**src/rtl/fpa_pkg.sv**
```systemverilog
// Shared types and codes for the flash page allocator.
`timescale 1ns / 1ps
package fpa_pkg;
  typedef enum logic [1:0] {
    ACT_WRITE    = 2'd0,
    ACT_ALLOC    = 2'd1,
    ACT_RELOCATE = 2'd2,
    ACT_NONE     = 2'd3
  } action_e;

  typedef enum logic [1:0] {
    KIND_FREE     = 2'd0,
    KIND_RESERVED = 2'd1,
    KIND_LIVE     = 2'd2,
    KIND_STALE    = 2'd3
  } kind_e;

  typedef enum logic [1:0] {
    ST_OK          = 2'd0,
    ST_NO_CAPACITY = 2'd1,
    ST_NOT_FOUND   = 2'd2
  } status_e;

  typedef enum logic [2:0] {
    S_IDLE,
    S_ALLOC,
    S_RESV,
    S_LIVE,
    S_DONE
  } state_e;

  typedef struct packed {
    logic [1:0] kind;
    logic [7:0] atom;
    logic       copy;
  } entry_t;

  typedef struct packed {
    logic   shift;
    logic   load;
    entry_t wr_entry;
  } cell_ctrl_t;
endpackage

```
**src/rtl/fpa_cell.sv**
```systemverilog
// One page entry of the rotating table.
`timescale 1ns / 1ps
module fpa_cell (
  input  logic               clk_i,
  input  logic               rst_ni,
  input  fpa_pkg::cell_ctrl_t ctrl_i,
  input  logic               sel_i,
  input  fpa_pkg::entry_t    prev_i,
  output fpa_pkg::entry_t    entry_o
);
  fpa_pkg::entry_t entry_d, entry_q;

  always_comb begin
    entry_d = entry_q;
    if (ctrl_i.shift) begin
      entry_d = prev_i;
    end else if (ctrl_i.load && sel_i) begin
      entry_d = ctrl_i.wr_entry;
    end
  end

  always_ff @(posedge clk_i or negedge rst_ni) begin
    if (!rst_ni) begin
      entry_q <= '0;
    end else begin
      entry_q <= entry_d;
    end
  end

  assign entry_o = entry_q;
endmodule

```
**src/rtl/flash_page_allocator_relocation.sv**
```systemverilog
// Top level: page table held as a ring of cells, scanned by rotation.
`timescale 1ns / 1ps
// The page table lives in a ring of one cell per page. Allocate rotates
// the ring once and relocate rotates it twice: the head cell is inspected
// once per cycle and the ring returns to its original order at the end of
// each pass. busy is high from acceptance until the result strobe; the
// result is shown for one cycle on done_o and cannot be held off.
module flash_page_allocator_relocation #(
  parameter int PAGES_PER_BLOCK = 8,
  parameter int DATA_BLOCKS     = 8,
  parameter int ATOM_COUNT      = 64
) (
  input  logic       clk_i,
  input  logic       rst_ni,
  input  logic       start,
  output logic       busy,
  input  logic [1:0] action_i,
  input  logic [2:0] entry_block_i,
  input  logic [2:0] entry_page_i,
  input  logic [1:0] entry_kind_i,
  input  logic [7:0] entry_atom_i,
  input  logic       entry_is_copy_i,
  output logic       done_o,
  output logic [1:0] status_o,
  output logic [2:0] chosen_block_o,
  output logic [2:0] chosen_page_o,
  output logic [7:0] moved_atom_o,
  output logic [2:0] target_block_o
);
  localparam int Total = PAGES_PER_BLOCK * DATA_BLOCKS;
  localparam int IW = (Total > 1) ? $clog2(Total) : 1;
  localparam int PW = (PAGES_PER_BLOCK > 1) ? $clog2(PAGES_PER_BLOCK) : 1;
  localparam int BW = (DATA_BLOCKS > 1) ? $clog2(DATA_BLOCKS) : 1;
  localparam int CW = $clog2(Total + 1);

  fpa_pkg::state_e    state_q, state_d;
  fpa_pkg::cell_ctrl_t ctrl;
  fpa_pkg::entry_t    ent [Total];
  fpa_pkg::entry_t    head;
  logic [Total-1:0]   sel;

  logic [1:0] act_q;
  logic [IW-1:0] widx_q;
  logic       wvalid_q;
  fpa_pkg::entry_t wentry_q;
  logic [CW-1:0] cnt_q, cnt_d;
  logic [PW-1:0] pg_q, pg_d;
  logic [BW-1:0] bk_q, bk_d;
  logic       found_q, found_d;
  logic       allres_q, allres_d;
  logic       haveres_q, haveres_d;
  logic [BW-1:0] resv_q, resv_d;
  logic [1:0] live_n_q, live_n_d;
  logic [PW-1:0] live_pg_q, live_pg_d;
  logic [7:0] live_atom_q, live_atom_d;
  logic       live_copy_q, live_copy_d;
  logic [1:0] st_q, st_d;
  logic [2:0] cb_q, cb_d, cp_q, cp_d, tb_q, tb_d;
  logic [7:0] ma_q, ma_d;
  logic       done_q, done_d;
  logic       blk_end, wr_inrange;
  logic       accept;

  assign accept = start && !busy;
  assign head   = ent[0];
  assign blk_end = (32'(pg_q) == PAGES_PER_BLOCK - 1);
  assign wr_inrange = (32'(entry_block_i) < DATA_BLOCKS) &&
                      (32'(entry_page_i) < PAGES_PER_BLOCK);

  for (genvar i = 0; i < Total; i++) begin : g_cell
    assign sel[i] = (widx_q == IW'(i)) && wvalid_q;
    fpa_cell u_cell (
      .clk_i  (clk_i),
      .rst_ni (rst_ni),
      .ctrl_i (ctrl),
      .sel_i  (sel[i]),
      .prev_i (ent[(i + 1) % Total]),
      .entry_o(ent[i])
    );
  end

  always_ff @(posedge clk_i or negedge rst_ni) begin
    if (!rst_ni) begin
      state_q <= fpa_pkg::S_IDLE;
      done_q  <= 1'b0;
    end else begin
      state_q <= state_d;
      done_q  <= done_d;
    end
  end

  // allocate writes the found page through the same load path
  always_ff @(posedge clk_i) begin
    if (accept) begin
      act_q    <= action_i;
      widx_q   <= IW'(32'(entry_block_i) * PAGES_PER_BLOCK + 32'(entry_page_i));
      wvalid_q <= wr_inrange;
      wentry_q <= '{kind: entry_kind_i, atom: entry_atom_i, copy: entry_is_copy_i};
    end else if (state_q == fpa_pkg::S_ALLOC && !found_q &&
                 head.kind == fpa_pkg::KIND_FREE) begin
      widx_q   <= IW'(cnt_q);
      wvalid_q <= 1'b1;
      wentry_q <= '{kind: fpa_pkg::KIND_RESERVED, atom: head.atom, copy: head.copy};
    end
    cnt_q <= cnt_d; pg_q <= pg_d; bk_q <= bk_d; found_q <= found_d;
    allres_q <= allres_d; haveres_q <= haveres_d; resv_q <= resv_d;
    live_n_q <= live_n_d; live_pg_q <= live_pg_d;
    live_atom_q <= live_atom_d; live_copy_q <= live_copy_d;
    st_q <= st_d; cb_q <= cb_d; cp_q <= cp_d; ma_q <= ma_d; tb_q <= tb_d;
  end

  always_comb begin
    state_d = state_q;
    done_d = 1'b0;
    ctrl = '{shift: 1'b0, load: 1'b0, wr_entry: wentry_q};
    cnt_d = cnt_q; pg_d = pg_q; bk_d = bk_q; found_d = found_q;
    allres_d = allres_q; haveres_d = haveres_q; resv_d = resv_q;
    live_n_d = live_n_q; live_pg_d = live_pg_q;
    live_atom_d = live_atom_q; live_copy_d = live_copy_q;
    st_d = st_q; cb_d = cb_q; cp_d = cp_q; ma_d = ma_q; tb_d = tb_q;
    case (state_q)
      fpa_pkg::S_IDLE: begin
        if (accept) begin
          cnt_d = '0; pg_d = '0; bk_d = '0; found_d = 1'b0;
          allres_d = 1'b1; haveres_d = 1'b0; resv_d = '0;
          live_n_d = '0;
          st_d = fpa_pkg::ST_OK; cb_d = '0; cp_d = '0; ma_d = '0; tb_d = '0;
          case (fpa_pkg::action_e'(action_i))
            fpa_pkg::ACT_ALLOC:    state_d = fpa_pkg::S_ALLOC;
            fpa_pkg::ACT_RELOCATE: state_d = fpa_pkg::S_RESV;
            default:               state_d = fpa_pkg::S_DONE;
          endcase
        end
      end
      fpa_pkg::S_ALLOC: begin
        ctrl.shift = 1'b1;
        if (!found_q && head.kind == fpa_pkg::KIND_FREE) begin
          found_d = 1'b1;
          cb_d = 3'(bk_q); cp_d = 3'(pg_q);
        end
        pg_d = blk_end ? '0 : pg_q + 1'b1;
        if (blk_end) bk_d = bk_q + 1'b1;
        cnt_d = cnt_q + 1'b1;
        if (32'(cnt_q) == Total - 1) begin
          state_d = fpa_pkg::S_DONE;
        end
      end
      fpa_pkg::S_RESV: begin
        ctrl.shift = 1'b1;
        if (blk_end) begin
          if (allres_q && head.kind == fpa_pkg::KIND_RESERVED) begin
            haveres_d = 1'b1; resv_d = bk_q;
          end
          allres_d = 1'b1;
        end else if (head.kind != fpa_pkg::KIND_RESERVED) begin
          allres_d = 1'b0;
        end
        pg_d = blk_end ? '0 : pg_q + 1'b1;
        if (blk_end) bk_d = bk_q + 1'b1;
        cnt_d = cnt_q + 1'b1;
        if (32'(cnt_q) == Total - 1) begin
          state_d = fpa_pkg::S_LIVE;
          cnt_d = '0; pg_d = '0; bk_d = '0; live_n_d = '0;
        end
      end
      fpa_pkg::S_LIVE: begin
        ctrl.shift = 1'b1;
        begin
          logic [1:0] n;
          logic [PW-1:0] lp;
          logic [7:0] la;
          logic lc;
          n = live_n_q; lp = live_pg_q; la = live_atom_q; lc = live_copy_q;
          if (head.kind == fpa_pkg::KIND_LIVE) begin
            n = (live_n_q == 2'd2) ? 2'd2 : live_n_q + 1'b1;
            lp = pg_q; la = head.atom; lc = head.copy;
          end
          live_n_d = n; live_pg_d = lp; live_atom_d = la; live_copy_d = lc;
          if (blk_end) begin
            if (!found_q && haveres_q && bk_q != resv_q && n == 2'd1 && !lc &&
                32'(la) < ATOM_COUNT) begin
              found_d = 1'b1;
              cb_d = 3'(bk_q); cp_d = 3'(lp); ma_d = la; tb_d = 3'(resv_q);
            end
            live_n_d = '0;
          end
        end
        pg_d = blk_end ? '0 : pg_q + 1'b1;
        if (blk_end) bk_d = bk_q + 1'b1;
        cnt_d = cnt_q + 1'b1;
        if (32'(cnt_q) == Total - 1) begin
          state_d = fpa_pkg::S_DONE;
        end
      end
      fpa_pkg::S_DONE: begin
        done_d = 1'b1;
        state_d = fpa_pkg::S_IDLE;
        case (fpa_pkg::action_e'(act_q))
          fpa_pkg::ACT_WRITE: begin
            ctrl.load = 1'b1;
          end
          fpa_pkg::ACT_ALLOC: begin
            if (found_q) begin
              ctrl.load = 1'b1;
            end else begin
              st_d = fpa_pkg::ST_NO_CAPACITY;
            end
          end
          fpa_pkg::ACT_RELOCATE: begin
            if (!haveres_q) begin
              st_d = fpa_pkg::ST_NO_CAPACITY;
            end else if (!found_q) begin
              st_d = fpa_pkg::ST_NOT_FOUND;
            end
          end
          default: ;
        endcase
      end
      default: state_d = fpa_pkg::S_IDLE;
    endcase
  end

  assign busy = (state_q != fpa_pkg::S_IDLE);
  assign done_o = done_q;
  assign status_o = st_q;
  assign chosen_block_o = cb_q;
  assign chosen_page_o = cp_q;
  assign moved_atom_o = ma_q;
  assign target_block_o = tb_q;

`ifndef SYNTHESIS
  a_done_idle: assert property (@(posedge clk_i) disable iff (!rst_ni)
    done_q |-> state_q == fpa_pkg::S_IDLE) else $error("strobe outside idle");
  a_accept_busy: assert property (@(posedge clk_i) disable iff (!rst_ni)
    accept |=> busy) else $error("accept did not raise busy");
  a_done_once: assert property (@(posedge clk_i) disable iff (!rst_ni)
    done_q |=> !done_q) else $error("double strobe");
`endif
endmodule

```
**config.mk**
```make
export PLATFORM = sky130hd
export DESIGN_NAME = flash_page_allocator_relocation
export DESIGN_NICKNAME = d
export VERILOG_FILES = /design/src/rtl/fpa_pkg.sv /design/src/rtl/fpa_cell.sv /design/src/rtl/flash_page_allocator_relocation.sv
export SDC_FILE = /design/constraint.sdc
export NUM_CORES = 2
export LEC_CHECK = 0
export BUFFER_PORTS_ARGS = -buffer_cell sky130_fd_sc_hd__buf_2
export CORE_ASPECT_RATIO = 1.75
export CORE_UTILIZATION = 35
export DETAILED_ROUTE_END_ITERATION = 8
export GPL_ROUTABILITY_DRIVEN = 0
export HOLD_SLACK_MARGIN = 0.15
export PLACE_DENSITY = 0.48
export SLEW_MARGIN = 30
export SYNTH_ARGS = -nofsm -noshare
export SYNTH_HDL_FRONTEND = slang
export SYNTH_SLANG_ARGS = --single-unit
export TNS_END_PERCENT = 20
```
**constraint.sdc**
```tcl
create_clock -name clk_i -period 8.2 [get_ports clk_i]
set_clock_uncertainty 0.1 [all_clocks]
set_input_delay 1.23 -clock clk_i [delete_from_list [all_inputs] [get_ports clk_i]]
set_output_delay 1.23 -clock clk_i [all_outputs]
set_load 0.005 [all_outputs]
```
==> summary.md <==
| Metric | Value |
|---|---|
| Initial antenna violation count | `0` |
| Layout cells sized above 1 | `8.66%` |
| CP Class | `reg2reg` |
| Final hold violations | `0` |
| Max_cap viols | `0` |
| CP startpoint kind | `flip-flop` |
| Most common cell after layout, fill and taps aside | `nand2_1` |
| Mapped cell area | `0.0361 mm^2` |
| Syn avg cell area | `10.4 um^2` |
| I/O Buffers | `42` |
| DR vias/cell | `5.28` |
| Dpl cells | `4571` |
| Clock Root Buffer | `clkbuf_16` |
| Post-Route WL | `96300 um` |
| Clock buffer count from CTS | `76` |
| Area after DPL | `0.0370 mm^2` |
| H-tree depth | `3` |
| HPWL Detailed | `56800 um` |
| Worst vdd ir | `0.182 mV` |
| Max frequency | `0.286 GHz` |
| Setup bufs post-CTS | `0` |
| Final Core Density | `38.9%` |
| Critical path arrival | `3.91 ns` |
| Synth Area in Compound Gates | `11.4%` |
| Ys flop type | `dfrtp_1` |
| Drt pass-1 iters | `5` |
| Clk slew on worst S/H paths | `0.07 ns` |
| Area Growth Syn to Fin | `10.0%` |
| Hold-fix buffers, CTS | `0` |
| Post-route ant nets | `0` |
| Crit path max-delay cell type | `nand4_1` |
| R2r worst-path depth | `5` |
| DR WL/cell | `20.4 um` |
| FF-to-FF End | `g_cell[12].u_cell.entry_o[8]$_DFFE_PN0P_` |
| Top Family by Delay on Critical Path | `simple AND/OR/NAND/NOR gates` |
| Slew @ Worst Pin | `1.01 ns` |
| Max Slew Vio Count | `0` |
| Core Rows | `155` |
| Die area | `0.104 mm^2` |
| Async set-reset flop share out of synthesis | `90.9%` |
| Tcrit/Tclk final | `42.7%` |
| Largest family of logic cells by synthesized area | `multiplexers` |
| DRT iter0 DRCs | `1887` |
| Nature of the critical path endpoint | `flip-flop` |
| Flop2flop setup slack | `4.70 ns` |
| Sequential area share after synthesis | `55.1%` |
| Total gr overflow | `0` |
| Clock tree buffer depth | `3` |
| Worst Path Buf+Inv | `1` |
| Post-layout minimum cycle time | `3.50 ns` |
| Commonest cells after routing, fill and taps aside | `nand2_1, dfrtp_1, mux2i_1, o21ai_0, nand3_1` |
| Clock sinks | `779` |
| Worst hold-check path type | `reg2reg` |
| Adder-cell area share of the yosys netlist | `0.243%` |
| Leak Pwr | `0.0198 uW` |
| Required @ worst endpoint | `8.61 ns` |
| Cells along the critical path | `nor4b_2, buf_4, nand4_1, mux2i_1, o21ai_0` |
| Cells after synthesis | `3479` |
| Hold Crit Depth | `2` |
| Pin count of the biggest net entering global routing | `211` |
| Synth warnings | `0` |
| Post-route cell area | `0.0397 mm^2` |
| Number of synthesized register bits | `779` |
| Fraction of synthesized area in multiplexers | `15.8%` |
| CORE AREA | `0.102 mm^2` |
| Drc violations | `0` |
| Fin nets | `3352` |
| Vias | `24909` |
| First-pass GRT wire length | `153000 um` |
| Setup TNS Final | `0 ns` |
| DIE WIDTH | `245 um` |
| I/O pins | `43` |
| WP depth | `5` |
| Slew HR | `32.8%` |
| Worst-Skew Late Latency | `0.66 ns` |
| CTS tree | `done` |
| PwrDens | `215 mW/mm^2` |
| Net Count, Synth | `3508` |
| Post-synth EDFFs | `71` |
| Post-Synth Simple-Gate Area | `13.3%` |
| Worst Hold Endpoint | `g_cell[45].u_cell.entry_o[10]$_DFFE_PN0P_` |
| Crit-path max FO | `64` |
| Total GRT Usage | `18.7%` |
| Distinct cells, synth | `51` |
| Number of global-route vias before repair | `25398` |
| Synth Area in XOR/XNOR | `0.219%` |
| Worst R2R Start | `state_q[1]$_DFFE_PN0P_` |
| CP max stage delay | `0.97 ns` |
| Post-Layout Cell Count | `4718` |
| Outcome | `finished, final reports clean` |
| Hold Startpoint | `g_cell[46].u_cell.entry_o[10]$_DFFE_PN0P_` |
| Endpoints failing setup | `0` |
| RSZ-0062 raised after global routing | `false` |
| Post-CTS Resized | `0` |
| Die H | `427 um` |
| Antenna diodes | `0` |
| Starting density of the core | `35.3%` |
## routing by layer
layer / vias up / wire (um) / track usage, %
met5: - / 0 / 0
met4: 0 / 2080 / 5.44
met3: 112 / 2220 / 2.34
met2: 264 / 51800 / 34.8
met1: 12648 / 40200 / 22.3
li1: 11885 / - / -
## sequential cells by signal (all words and copies together) (netlist names), 2 cells and up
name	flops
bk_q	3
moved_atom_o	8
widx_q	6
chosen_block_o	3
live_pg_q	3
status_o	2
state_q	3
ctrl	11
live_n_q	2
cnt_q	7
g_cell.u_cell.entry_o	704
act_q	2
resv_q	3
chosen_page_o	3
target_block_o	3
pg_q	3
live_atom_q	8
## cell type report
cell class | count | area [um^2]
Clock buffer | 107 | 2180
Clock inverter | 32 | 344
Fill cell | 10194 | 62300
Inverter | 12 | 45.0
Multi-Input combinational cell | 2359 | 14800
Sequential cell | 779 | 19800
Tap cell | 1334 | 1670
Timing Repair Buffer | 95 | 790
## cells by family (layout without fill, tap and decap cells)
kind of cell / Yosys count / in the layout
AND/OR/NAND/NOR: 1049 / 1049
flip-flops: 779 / 779
AO/OA/AOI/OAI: 727 / 727
multiplexers: 567 / 567
buffers and inverters: 341 / 246
XOR/XNOR: 9 / 9
adder cells (fa/ha/maj): 7 / 7
## how the worst max path moves through the flow
stage / startpoint / endpoint / slack [ns]
after floorplan: start / chosen_block_o[0]$_SDFFCE_PP0P_ / 5.22
after global placement: state_q[1]$_DFFE_PN0P_ / g_cell[9].u_cell.entry_o[10]$_DFFE_PN0P_ / 4.60
after detailed placement: state_q[1]$_DFFE_PN0P_ / g_cell[45].u_cell.entry_o[2]$_DFFE_PN0P_ / 4.62
after CTS: state_q[1]$_DFFE_PN0P_ / g_cell[45].u_cell.entry_o[2]$_DFFE_PN0P_ / 4.61
after global routing: state_q[1]$_DFFE_PN0P_ / g_cell[19].u_cell.entry_o[10]$_DFFE_PN0P_ / 4.38
final: state_q[1]$_DFFE_PN0P_ / g_cell[12].u_cell.entry_o[8]$_DFFE_PN0P_ / 4.70
## cell usage after synthesis (8+ instances only)
master | instances | area share (%)
and2_1 | 14 | 0.24
buf_1 | 28 | 0.29
buf_2 | 114 | 1.6
clkbuf_1 | 181 | 1.9
dfrtp_1 | 708 | 49
edfxtp_1 | 71 | 5.9
inv_1 | 11 | 0.11
mux2_2 | 27 | 0.84
mux2i_1 | 540 | 15
nand2_1 | 724 | 7.5
nand3_1 | 174 | 2.4
nand4_1 | 34 | 0.59
nand4_2 | 30 | 1.0
nor2_1 | 26 | 0.27
o211ai_1 | 172 | 3.6
o21ai_0 | 530 | 7.4
o21ai_1 | 8 | 0.11
## stage by stage
step                hold WS (ns)  total power, uW  worst slack, ns
finish                     0.373             8510             4.70
global placement           0.358             4950             4.60
floorplan                  0.349             4650             5.22
global route               0.395             8860             4.38
CTS                        0.373             8660             4.61
detailed placement         0.365             4950             4.62
## where the power goes
part | internal (uW) | switching [uW] | leakage, uW
clock | 2050 | 1590 | 0.00124
sequential | 4050 | 88.4 | 0.0106
combinational | 188 | 541 | 0.00799
## worst reg2reg max path, cell delays in order (launching register included)
cell,delay [ns]
dfrtp_1,0.66
nor4b_2,0.32
buf_4,0.76
nand4_1,1.00
mux2i_1,0.40
o21ai_0,0.11
No activity file was read; power rests on OpenSTA's default activity.
